<file path="src/rtl/imhq_pkg.sv">
// Package: types, widths and codes shared by the indexed min-heap queue.
package imhq_pkg;

    localparam int HEAP_DEPTH = 256;
    localparam int KEY_SPACE  = 1024;
    localparam int KEY_W      = 10;
    localparam int PRIO_W     = 32;
    localparam int POS_W      = $clog2(HEAP_DEPTH);
    localparam int CNT_W      = POS_W + 1;

    typedef enum logic [2:0] {
        REQ_SET    = 3'd0,
        REQ_PUSH   = 3'd1,
        REQ_UPDATE = 3'd2,
        REQ_POP    = 3'd3,
        REQ_QUERY  = 3'd4
    } req_code_t;

    typedef enum logic [1:0] {
        TAG_UNSEEN     = 2'd0,
        TAG_REMEMBERED = 2'd1,
        TAG_PRESENT    = 2'd2
    } key_tag_t;

    typedef struct packed {
        logic [KEY_W-1:0]         key;
        logic signed [PRIO_W-1:0] prio;
    } heap_entry_t;

    typedef struct packed {
        key_tag_t         tag;
        logic [POS_W-1:0] pos;
    } map_entry_t;

    typedef struct packed {
        logic             wr_en;
        logic [POS_W-1:0] wr_addr;
        heap_entry_t      wr_data;
        logic [POS_W-1:0] rd_addr;
    } heap_req_t;

    typedef struct packed {
        logic             wr_en;
        logic [KEY_W-1:0] wr_addr;
        map_entry_t       wr_data;
        logic [KEY_W-1:0] rd_addr;
    } map_req_t;

endpackage

</file>
<file path="src/rtl/imhq_if.sv">
// Interfaces: request and response channels of the indexed min-heap queue.
interface imhq_req_if
    import imhq_pkg::*;
();
    logic                     valid;
    logic                     ready;
    logic [2:0]               req_type;
    logic [KEY_W-1:0]         key;
    logic signed [PRIO_W-1:0] priority_req;
    logic                     flag;

    modport source (output valid, req_type, key, priority_req, flag, input ready);
    modport sink   (input valid, req_type, key, priority_req, flag, output ready);
endinterface

interface imhq_rsp_if
    import imhq_pkg::*;
();
    logic                     valid;
    logic                     ready;
    logic                     ok;
    logic [KEY_W-1:0]         key_out;
    logic signed [PRIO_W-1:0] priority_out;
    logic [CNT_W-1:0]         count;

    modport source (output valid, ok, key_out, priority_out, count, input ready);
    modport sink   (input valid, ok, key_out, priority_out, count, output ready);
endinterface

</file>
<file path="src/rtl/imhq_ctrl.sv">
// Sequencer: request decode, sift up/down with one shared comparator, result register.
module imhq_ctrl
    import imhq_pkg::*;
(
    input  logic        clk,
    input  logic        rst_n,
    imhq_req_if.sink    req_ch,
    imhq_rsp_if.source  rsp_ch,
    output heap_req_t   heap_req,
    input  heap_entry_t heap_rd,
    output map_req_t    map_req,
    input  map_entry_t  map_rd
);

    typedef enum logic [15:0] {
        S_CLEAR  = 16'h0001,
        S_IDLE   = 16'h0002,
        S_LOOK   = 16'h0004,
        S_DECIDE = 16'h0008,
        S_POP_C  = 16'h0010,
        S_QRY_B  = 16'h0020,
        S_UPD_B  = 16'h0040,
        S_UPD_C  = 16'h0080,
        S_UP_A   = 16'h0100,
        S_UP_B   = 16'h0200,
        S_DN_A   = 16'h0400,
        S_DN_B   = 16'h0800,
        S_DN_C   = 16'h1000,
        S_DN_D   = 16'h2000,
        S_DONE   = 16'h4000
    } state_t;

    state_t                   state_reg, state_next;
    logic [KEY_W-1:0]         clr_reg, clr_next;
    logic [CNT_W-1:0]         count_reg, count_next;
    logic [2:0]               rtype_reg, rtype_next;
    logic                     flag_reg, flag_next;
    logic [KEY_W-1:0]         ik_reg, ik_next;
    logic signed [PRIO_W-1:0] ip_reg, ip_next;
    logic [POS_W-1:0]         pos_reg, pos_next;
    logic [POS_W-1:0]         cidx_reg, cidx_next;
    heap_entry_t              best_reg, best_next;
    logic [POS_W-1:0]         bidx_reg, bidx_next;
    logic signed [PRIO_W-1:0] old_reg, old_next;
    logic                     ok_reg, ok_next;
    logic [KEY_W-1:0]         kout_reg, kout_next;
    logic signed [PRIO_W-1:0] pout_reg, pout_next;
    logic                     ov_reg, ov_next;
    logic                     rok_reg, rok_next;
    logic [KEY_W-1:0]         rkey_reg, rkey_next;
    logic signed [PRIO_W-1:0] rprio_reg, rprio_next;
    logic [CNT_W-1:0]         rcnt_reg, rcnt_next;

    logic signed [PRIO_W-1:0] cmp_a, cmp_b;
    logic                     cmp_lt;
    logic [CNT_W-1:0]         child;
    logic [CNT_W-1:0]         child_r;
    logic [POS_W-1:0]         parent;
    logic                     push_ok;
    logic                     only_unknown;
    logic                     accept;

    assign cmp_lt  = cmp_a < cmp_b;
    assign child   = {pos_reg, 1'b1};
    assign child_r = {1'b0, cidx_reg} + CNT_W'(1);
    assign parent  = POS_W'((pos_reg - POS_W'(1)) >> 1);
    assign accept  = req_ch.valid && req_ch.ready;

    assign req_ch.ready        = (state_reg == S_IDLE);
    assign rsp_ch.valid        = ov_reg;
    assign rsp_ch.ok           = rok_reg;
    assign rsp_ch.key_out      = rkey_reg;
    assign rsp_ch.priority_out = rprio_reg;
    assign rsp_ch.count        = rcnt_reg;

    always_comb
    begin
        only_unknown = flag_reg;
        if (rtype_reg == REQ_UPDATE)
        begin
            only_unknown = 1'b0;
        end
        push_ok = !(map_rd.tag == TAG_PRESENT)
               && !(only_unknown && map_rd.tag == TAG_REMEMBERED)
               && !count_reg[CNT_W-1];
    end

    always_comb
    begin
        state_next = state_reg;
        clr_next   = clr_reg;
        count_next = count_reg;
        rtype_next = rtype_reg;
        flag_next  = flag_reg;
        ik_next    = ik_reg;
        ip_next    = ip_reg;
        pos_next   = pos_reg;
        cidx_next  = cidx_reg;
        best_next  = best_reg;
        bidx_next  = bidx_reg;
        old_next   = old_reg;
        ok_next    = ok_reg;
        kout_next  = kout_reg;
        pout_next  = pout_reg;
        ov_next    = ov_reg;
        rok_next   = rok_reg;
        rkey_next  = rkey_reg;
        rprio_next = rprio_reg;
        rcnt_next  = rcnt_reg;
        cmp_a      = ip_reg;
        cmp_b      = heap_rd.prio;

        heap_req         = '0;
        heap_req.wr_addr = pos_reg;
        heap_req.wr_data = '{key: ik_reg, prio: ip_reg};
        map_req          = '0;
        map_req.rd_addr  = ik_reg;
        map_req.wr_addr  = ik_reg;
        map_req.wr_data  = '{tag: TAG_PRESENT, pos: pos_reg};

        if (rsp_ch.valid && rsp_ch.ready)
        begin
            ov_next = 1'b0;
        end

        case (state_reg)
            S_CLEAR:
            begin
                map_req.wr_en   = 1'b1;
                map_req.wr_addr = clr_reg;
                map_req.wr_data = '{tag: TAG_UNSEEN, pos: '0};
                clr_next        = clr_reg + KEY_W'(1);
                if (&clr_reg)
                begin
                    state_next = S_IDLE;
                end
            end
            S_IDLE:
            begin
                if (accept)
                begin
                    rtype_next = req_ch.req_type;
                    flag_next  = req_ch.flag;
                    ik_next    = req_ch.key;
                    ip_next    = req_ch.priority_req;
                    ok_next    = 1'b0;
                    kout_next  = req_ch.key;
                    pout_next  = '0;
                    state_next = S_LOOK;
                end
            end
            S_LOOK:
            begin
                heap_req.rd_addr = '0;
                state_next       = S_DECIDE;
            end
            S_DECIDE:
            begin
                state_next = S_DONE;
                case (rtype_reg)
                    REQ_POP:
                    begin
                        if (count_reg != '0)
                        begin
                            kout_next        = heap_rd.key;
                            pout_next        = heap_rd.prio;
                            heap_req.rd_addr = POS_W'(count_reg - CNT_W'(1));
                            state_next       = S_POP_C;
                        end
                    end
                    REQ_QUERY:
                    begin
                        if (map_rd.tag == TAG_PRESENT)
                        begin
                            heap_req.rd_addr = map_rd.pos;
                            state_next       = S_QRY_B;
                        end
                    end
                    REQ_SET, REQ_PUSH, REQ_UPDATE:
                    begin
                        if (map_rd.tag == TAG_PRESENT && rtype_reg != REQ_PUSH)
                        begin
                            heap_req.rd_addr = map_rd.pos;
                            pos_next         = map_rd.pos;
                            state_next       = S_UPD_B;
                        end
                        else if (push_ok)
                        begin
                            count_next = count_reg + CNT_W'(1);
                            pos_next   = POS_W'(count_reg);
                            ok_next    = 1'b1;
                            state_next = S_UP_A;
                        end
                    end
                    default:
                    begin
                        state_next = S_DONE;
                    end
                endcase
            end
            S_POP_C:
            begin
                map_req.wr_en   = 1'b1;
                map_req.wr_addr = kout_reg;
                map_req.wr_data = '{tag: flag_reg ? TAG_REMEMBERED : TAG_UNSEEN, pos: '0};
                count_next      = count_reg - CNT_W'(1);
                ok_next         = 1'b1;
                ik_next         = heap_rd.key;
                ip_next         = heap_rd.prio;
                pos_next        = '0;
                state_next      = (count_reg == CNT_W'(1)) ? S_DONE : S_DN_A;
            end
            S_QRY_B:
            begin
                ok_next    = 1'b1;
                pout_next  = heap_rd.prio;
                state_next = S_DONE;
            end
            S_UPD_B:
            begin
                old_next = heap_rd.prio;
                if (cmp_lt)
                begin
                    ok_next    = 1'b1;
                    state_next = S_UP_A;
                end
                else
                begin
                    state_next = S_UPD_C;
                end
            end
            S_UPD_C:
            begin
                cmp_a = old_reg;
                cmp_b = ip_reg;
                if (cmp_lt && !flag_reg)
                begin
                    ok_next    = 1'b1;
                    state_next = S_DN_A;
                end
                else
                begin
                    state_next = S_DONE;
                end
            end
            S_UP_A:
            begin
                if (pos_reg == '0)
                begin
                    heap_req.wr_en = 1'b1;
                    map_req.wr_en  = 1'b1;
                    state_next     = S_DONE;
                end
                else
                begin
                    heap_req.rd_addr = parent;
                    state_next       = S_UP_B;
                end
            end
            S_UP_B:
            begin
                if (cmp_lt)
                begin
                    heap_req.wr_en   = 1'b1;
                    heap_req.wr_data = heap_rd;
                    map_req.wr_en    = 1'b1;
                    map_req.wr_addr  = heap_rd.key;
                    pos_next         = parent;
                    state_next       = S_UP_A;
                end
                else
                begin
                    heap_req.wr_en = 1'b1;
                    map_req.wr_en  = 1'b1;
                    state_next     = S_DONE;
                end
            end
            S_DN_A:
            begin
                if (child >= count_reg)
                begin
                    heap_req.wr_en = 1'b1;
                    map_req.wr_en  = 1'b1;
                    state_next     = S_DONE;
                end
                else
                begin
                    heap_req.rd_addr = child[POS_W-1:0];
                    cidx_next        = child[POS_W-1:0];
                    state_next       = S_DN_B;
                end
            end
            S_DN_B:
            begin
                best_next = heap_rd;
                bidx_next = cidx_reg;
                if (child_r < count_reg)
                begin
                    heap_req.rd_addr = child_r[POS_W-1:0];
                    state_next       = S_DN_C;
                end
                else
                begin
                    state_next = S_DN_D;
                end
            end
            S_DN_C:
            begin
                cmp_a = heap_rd.prio;
                cmp_b = best_reg.prio;
                if (cmp_lt)
                begin
                    best_next = heap_rd;
                    bidx_next = child_r[POS_W-1:0];
                end
                state_next = S_DN_D;
            end
            S_DN_D:
            begin
                cmp_a = best_reg.prio;
                cmp_b = ip_reg;
                heap_req.wr_en = 1'b1;
                map_req.wr_en  = 1'b1;
                if (cmp_lt)
                begin
                    heap_req.wr_data = best_reg;
                    map_req.wr_addr  = best_reg.key;
                    pos_next         = bidx_reg;
                    state_next       = S_DN_A;
                end
                else
                begin
                    state_next = S_DONE;
                end
            end
            S_DONE:
            begin
                if (!ov_reg || rsp_ch.ready)
                begin
                    ov_next    = 1'b1;
                    rok_next   = ok_reg;
                    rkey_next  = kout_reg;
                    rprio_next = pout_reg;
                    rcnt_next  = count_reg;
                    state_next = S_IDLE;
                end
            end
            default:
            begin
                state_next = S_IDLE;
            end
        endcase
    end

    always_ff @(posedge clk or negedge rst_n)
    begin
        if (!rst_n)
        begin
            state_reg <= S_CLEAR;
            clr_reg   <= '0;
            count_reg <= '0;
            ov_reg    <= 1'b0;
        end
        else
        begin
            state_reg <= state_next;
            clr_reg   <= clr_next;
            count_reg <= count_next;
            ov_reg    <= ov_next;
        end
    end

    always_ff @(posedge clk)
    begin
        rtype_reg <= rtype_next;
        flag_reg  <= flag_next;
        ik_reg    <= ik_next;
        ip_reg    <= ip_next;
        pos_reg   <= pos_next;
        cidx_reg  <= cidx_next;
        best_reg  <= best_next;
        bidx_reg  <= bidx_next;
        old_reg   <= old_next;
        ok_reg    <= ok_next;
        kout_reg  <= kout_next;
        pout_reg  <= pout_next;
        rok_reg   <= rok_next;
        rkey_reg  <= rkey_next;
        rprio_reg <= rprio_next;
        rcnt_reg  <= rcnt_next;
    end

endmodule

</file>
<file path="src/flat_wrapper.sv">
// flat-port wrapper written by rule: the top's interface ports become plain ports
module imhq_ctrl_flat import imhq_pkg::*;
  (clk, rst_n, heap_req, heap_rd, map_req, map_rd, req_ch_valid, req_ch_req_type, req_ch_key, req_ch_priority_req, req_ch_flag, req_ch_ready, rsp_ch_valid, rsp_ch_ok, rsp_ch_key_out, rsp_ch_priority_out, rsp_ch_count, rsp_ch_ready);
  imhq_req_if req_ch_i ();
  imhq_rsp_if rsp_ch_i ();
  input  logic clk;
  input  logic rst_n;
  output heap_req_t heap_req;
  input  heap_entry_t heap_rd;
  output map_req_t map_req;
  input  map_entry_t map_rd;
  input wire logic [$bits(req_ch_i.valid)-1:0] req_ch_valid;
  input wire logic [$bits(req_ch_i.req_type)-1:0] req_ch_req_type;
  input wire logic [$bits(req_ch_i.key)-1:0] req_ch_key;
  input wire logic [$bits(req_ch_i.priority_req)-1:0] req_ch_priority_req;
  input wire logic [$bits(req_ch_i.flag)-1:0] req_ch_flag;
  output wire logic [$bits(req_ch_i.ready)-1:0] req_ch_ready;
  output wire logic [$bits(rsp_ch_i.valid)-1:0] rsp_ch_valid;
  output wire logic [$bits(rsp_ch_i.ok)-1:0] rsp_ch_ok;
  output wire logic [$bits(rsp_ch_i.key_out)-1:0] rsp_ch_key_out;
  output wire logic [$bits(rsp_ch_i.priority_out)-1:0] rsp_ch_priority_out;
  output wire logic [$bits(rsp_ch_i.count)-1:0] rsp_ch_count;
  input wire logic [$bits(rsp_ch_i.ready)-1:0] rsp_ch_ready;
  assign req_ch_i.valid = req_ch_valid;
  assign req_ch_i.req_type = req_ch_req_type;
  assign req_ch_i.key = req_ch_key;
  assign req_ch_i.priority_req = req_ch_priority_req;
  assign req_ch_i.flag = req_ch_flag;
  assign req_ch_ready = req_ch_i.ready;
  assign rsp_ch_valid = rsp_ch_i.valid;
  assign rsp_ch_ok = rsp_ch_i.ok;
  assign rsp_ch_key_out = rsp_ch_i.key_out;
  assign rsp_ch_priority_out = rsp_ch_i.priority_out;
  assign rsp_ch_count = rsp_ch_i.count;
  assign rsp_ch_i.ready = rsp_ch_ready;
  imhq_ctrl u_core (.clk(clk), .rst_n(rst_n), .req_ch(req_ch_i), .rsp_ch(rsp_ch_i), .heap_req(heap_req), .heap_rd(heap_rd), .map_req(map_req), .map_rd(map_rd));
endmodule
</file>
<file path="config.mk">
export PLATFORM = sky130hd
export DESIGN_NAME = imhq_ctrl_flat
export DESIGN_NICKNAME = d
export VERILOG_FILES = /design/src/rtl/imhq_pkg.sv /design/src/rtl/imhq_if.sv /design/src/rtl/imhq_ctrl.sv /design/src/flat_wrapper.sv
export SDC_FILE = /design/constraint.sdc
export NUM_CORES = 1
export LEC_CHECK = 0
export BUFFER_PORTS_ARGS = -buffer_cell sky130_fd_sc_hd__buf_4
export CAP_MARGIN = 20
export CORE_MARGIN = 2
export CORE_UTILIZATION = 60
export CTS_CLUSTER_SIZE = 30
export DETAILED_ROUTE_END_ITERATION = 6
export PLACE_DENSITY_LB_ADDON = 0.15
export SYNTH_ARGS = -nofsm -noshare
export SYNTH_HDL_FRONTEND = slang
export SYNTH_SLANG_ARGS = --single-unit
export TNS_END_PERCENT = 10
</file>
<file path="constraint.sdc">
create_clock -name clk -period 23.2 [get_ports clk]
set_input_delay 4.64 -clock clk [delete_from_list [all_inputs] [get_ports clk]]
set_output_delay 4.64 -clock clk [all_outputs]
set_load 0.01 [all_outputs]
</file>
==> flow_metrics.tcl <==
set metrics [dict create \
    grt_overflow 0 \
    post-dp-hpwl_mm 27.00 \
    die_area_sq_mm 0.02543 \
    max_slew_margin_pct 31.53 \
    max_freq_mhz 77.08 \
    worst_hold_path.num_cells 0 \
    synth_area_sq_mm 0.01450 \
    rows 56 \
    finalHoldViolations 0 \
    powerDensity_mw_per_mm2 85.65 \
    min_path_type "reg -> reg" \
    worstSkewPairLatency_ns 0.55 \
    crit_fanout 60 \
    ir_worst_vdd_mv 0.06893 \
    cts_setup_buffers 0 \
    rsz0062_at_grt "false" \
    pin_count 246 \
    worstSetupPathType "in -> out" \
    synth_common_cells "261 x nand2_1, 238 x edfxtp_1, 58 x a21oi_1" \
    portBuffers 245 \
    cpPeakStageDelay_ns 0.68 \
    grt_max_degree 69 \
    min-delay-start "u_core.pout_reg[0]$_SDFFCE_PP0P_" \
    wire_per_inst_um 22.50 \
    largest_reg_flops 42 \
    synth_nets 1470 \
    layout-drive-gt1-share_pct 22.70 \
    async_reset_ff_share_pct 12.82 \
    worstPathArrival_ns 8.33 \
    cp_common_cell "buf_4" \
    syn_to_final_growth_pct 21.15 \
    p_leak_nw 6.956 \
    dpl-instance-area_sq_mm 0.01663 \
    dr.pass1.iters 7 \
    holdPathEnd "u_core.rsp_ch.priority_out[0]$_DFFE_PP_" \
    failed_checks "design-rule violations" \
    fin_crit_sh_pct 55.92 \
    drv_cap 0 \
    die_x_um 159.5 \
    start_util_pct 61.41 \
    cts_resized 0 \
    ys_types 74 \
    core_sq_mm 0.02361 \
    end_kind "primary output" \
    synth_top_area_share_pct 49.29 \
    worst_pin_slew_ns 1.021 \
    setup_slack_ns 10.23 \
    synth_top_cell_by_area "edfxtp_1" \
    synth.most_common_cell "nand2_1" \
    nNetsFinal 1691 \
    gp_congestion 0.8986 \
    drc 14 \
    fin_setup_tns_ns 0 \
    worst_setup_path_start_kind "input port" \
    syn_area_per_cell_sq_um 11.04 \
    reg2reg_depth 15 \
    synthCells 1314 \
    reg2reg_slack_ns 16.40 \
    final-max-slew-violation-count 0 \
    pre_cts_ws_ns 10.29 \
    clockBufferDepth 3 \
    post-route-cell-area_sq_mm 0.01757 \
    clock_sinks 273 \
    cts_tree "done" \
    fin_crit_ns 12.97 \
    crit_slowest_cell "nor4_1" \
    synth-seq-cells 273 \
    synth_warnings 0 \
    grt_pass1_wl_mm 65.59 \
    worstPathRequired_ns 18.56 \
    status "complete, but fails checks" \
    drtAntennaViolNets 0 \
    path_cells "buf_4 > a222oi_1 > nand2_1 > ha_1 > nand4_1 > nor4_1 > o2111ai_1 > a41oi_1 > a31o_2 > buf_4 > nor3_1 > o21ai_0 > buf_4" \
    routed_wirelength_mm 42.17 \
    cts_hold_buffers 0 \
    synth_edf_count 238 \
    timing.rr.end "u_core.best_reg[4]$_DFFE_PP_" \
    r2r-start "u_core.state_reg[8]$_DFFE_PN0P_" \
    setup_viol 0 \
    via_per_inst 6.514 \
    cts.htree.levels 1 \
    clk_pin_slew_ns 0.06 \
    yosys-top-cells-area "edfxtp_1 49%, nand2_1 6.8%, dfrtp_1 5.9%, ha_1 4.7%, a22oi_1 2.7%" \
    die_height_um 159.5 \
    diodes 0 \
    vias 12210 \
    cts_root_buffer "clkbuf_16" \
    timing.critical_path.from "heap_rd[31]" \
    power.total_mw 1.505 \
    clock_skew_ns 0.01707 \
    yosysSeqAreaShare_pct 55.34 \
    antenna_found_initial 0 \
    cts_buffers 29 \
    grt_usage_pct 32.40 \
    drtIter0Drc 1517 \
    grt_pass1_vias 12010 \
    synthFlopType "edfxtp_1" \
]
## metrics by stage
step / utilization (%) / std cells / hold slack (ns)
finish: 74.40 / 1874 / 0.4158
global route: 74.40 / 1874 / 0.4265
CTS: 74.28 / 1870 / 0.4191
detailed placement: 70.44 / 1819 / 0.4045
global placement: 70.32 / 1818 / 0.4004
floorplan: - / 1314 / 0.4003
## worst max-delay path by stage
stage / end / slack, ns / cells past startpoint
after global placement: map_req[27] / 10.35 / 13
after CTS: map_req[25] / 10.25 / 13
after global routing: map_req[25] / 9.96 / 13
final: map_req[25] / 10.23 / 13
after floorplan: heap_req[41] / 11.38 / 14
after detailed placement: map_req[25] / 10.29 / 13
## metal layers
| layer | track usage (%) | vias up | wire, um |
|---|---|---|---|
| met1 | 43.75 | 5875 | 16560 |
| met2 | 53.52 | 819 | 20090 |
| met4 | 11.03 | 0 | 1175 |
| li1 | - | 5413 | - |
| met5 | 0 | - | 0 |
| met3 | 5.653 | 101 | 4345 |
## kinds of logic (layout without fill, tap and decap cells)
family / count (synthesis) / in the layout / share of synthesized area (%)
multiplexers: 17 / 17 / 1.268
adder cells (fa/ha/maj): 54 / 54 / 4.660
XOR/XNOR: 43 / 43 / 2.597
AO/OA/AOI/OAI: 326 / 326 / 16.78
buffers and inverters: 110 / 351 / 3.313
flip-flops: 273 / 273 / 55.34
AND/OR/NAND/NOR: 491 / 491 / 16.04
## worst max-delay path: cells and delay by family
kind,cells,cell delay (ns)
AOI/OAI and AO/OA,5,1.27
adders and majority gates,1,0.36
buffers and inverters,3,0.92
and+or+nand+nor,4,1.11
## cells in the final DEF, fill, tap and decap left out, types with 7 or more instances in the layout
| master | n |
|---|---|
| a21oi_1 | 56 |
| a221o_1 | 10 |
| a222oi_1 | 31 |
| a22o_1 | 41 |
| a22oi_1 | 52 |
| and2_1 | 42 |
| and3_1 | 8 |
| buf_4 | 266 |
| clkbuf_16 | 29 |
| clkinv_1 | 9 |
| clkinv_2 | 7 |
| dfrtp_1 | 34 |
| edfxtp_1 | 238 |
| ha_1 | 54 |
| inv_1 | 31 |
| mux2_2 | 7 |
| mux2i_1 | 9 |
| nand2_1 | 261 |
| nand2b_1 | 12 |
| nand3_1 | 24 |
| nand3b_1 | 7 |
| nand4_1 | 13 |
| nor2_1 | 46 |
| nor3_1 | 26 |
| o21ai_0 | 40 |
| o2bb2ai_1 | 32 |
| o31ai_1 | 9 |
| xnor2_1 | 29 |
| xor2_1 | 14 |
## report_power, final
part | internal (mW) | leakage (nW) | total (mW) | switching, mW
sequential | 0.639 | 2.67 | 0.687 | 0.0485
combinational | 0.145 | 3.84 | 0.366 | 0.220
clock | 0.260 | 0.448 | 0.451 | 0.191
## cell type report
| cell class | count | area [sq um] |
|---|---|---|
| timing repair buffer | 268 | 2029 |
| clock inverter | 20 | 173.9 |
| fill | 1642 | 6046 |
| multi-input combinational | 931 | 6087 |
| tap | 319 | 399.1 |
| sequential | 273 | 8024 |
| inverter | 32 | 120.1 |
| clock buffer | 31 | 733.2 |
(Power assumes the default switching activity.)
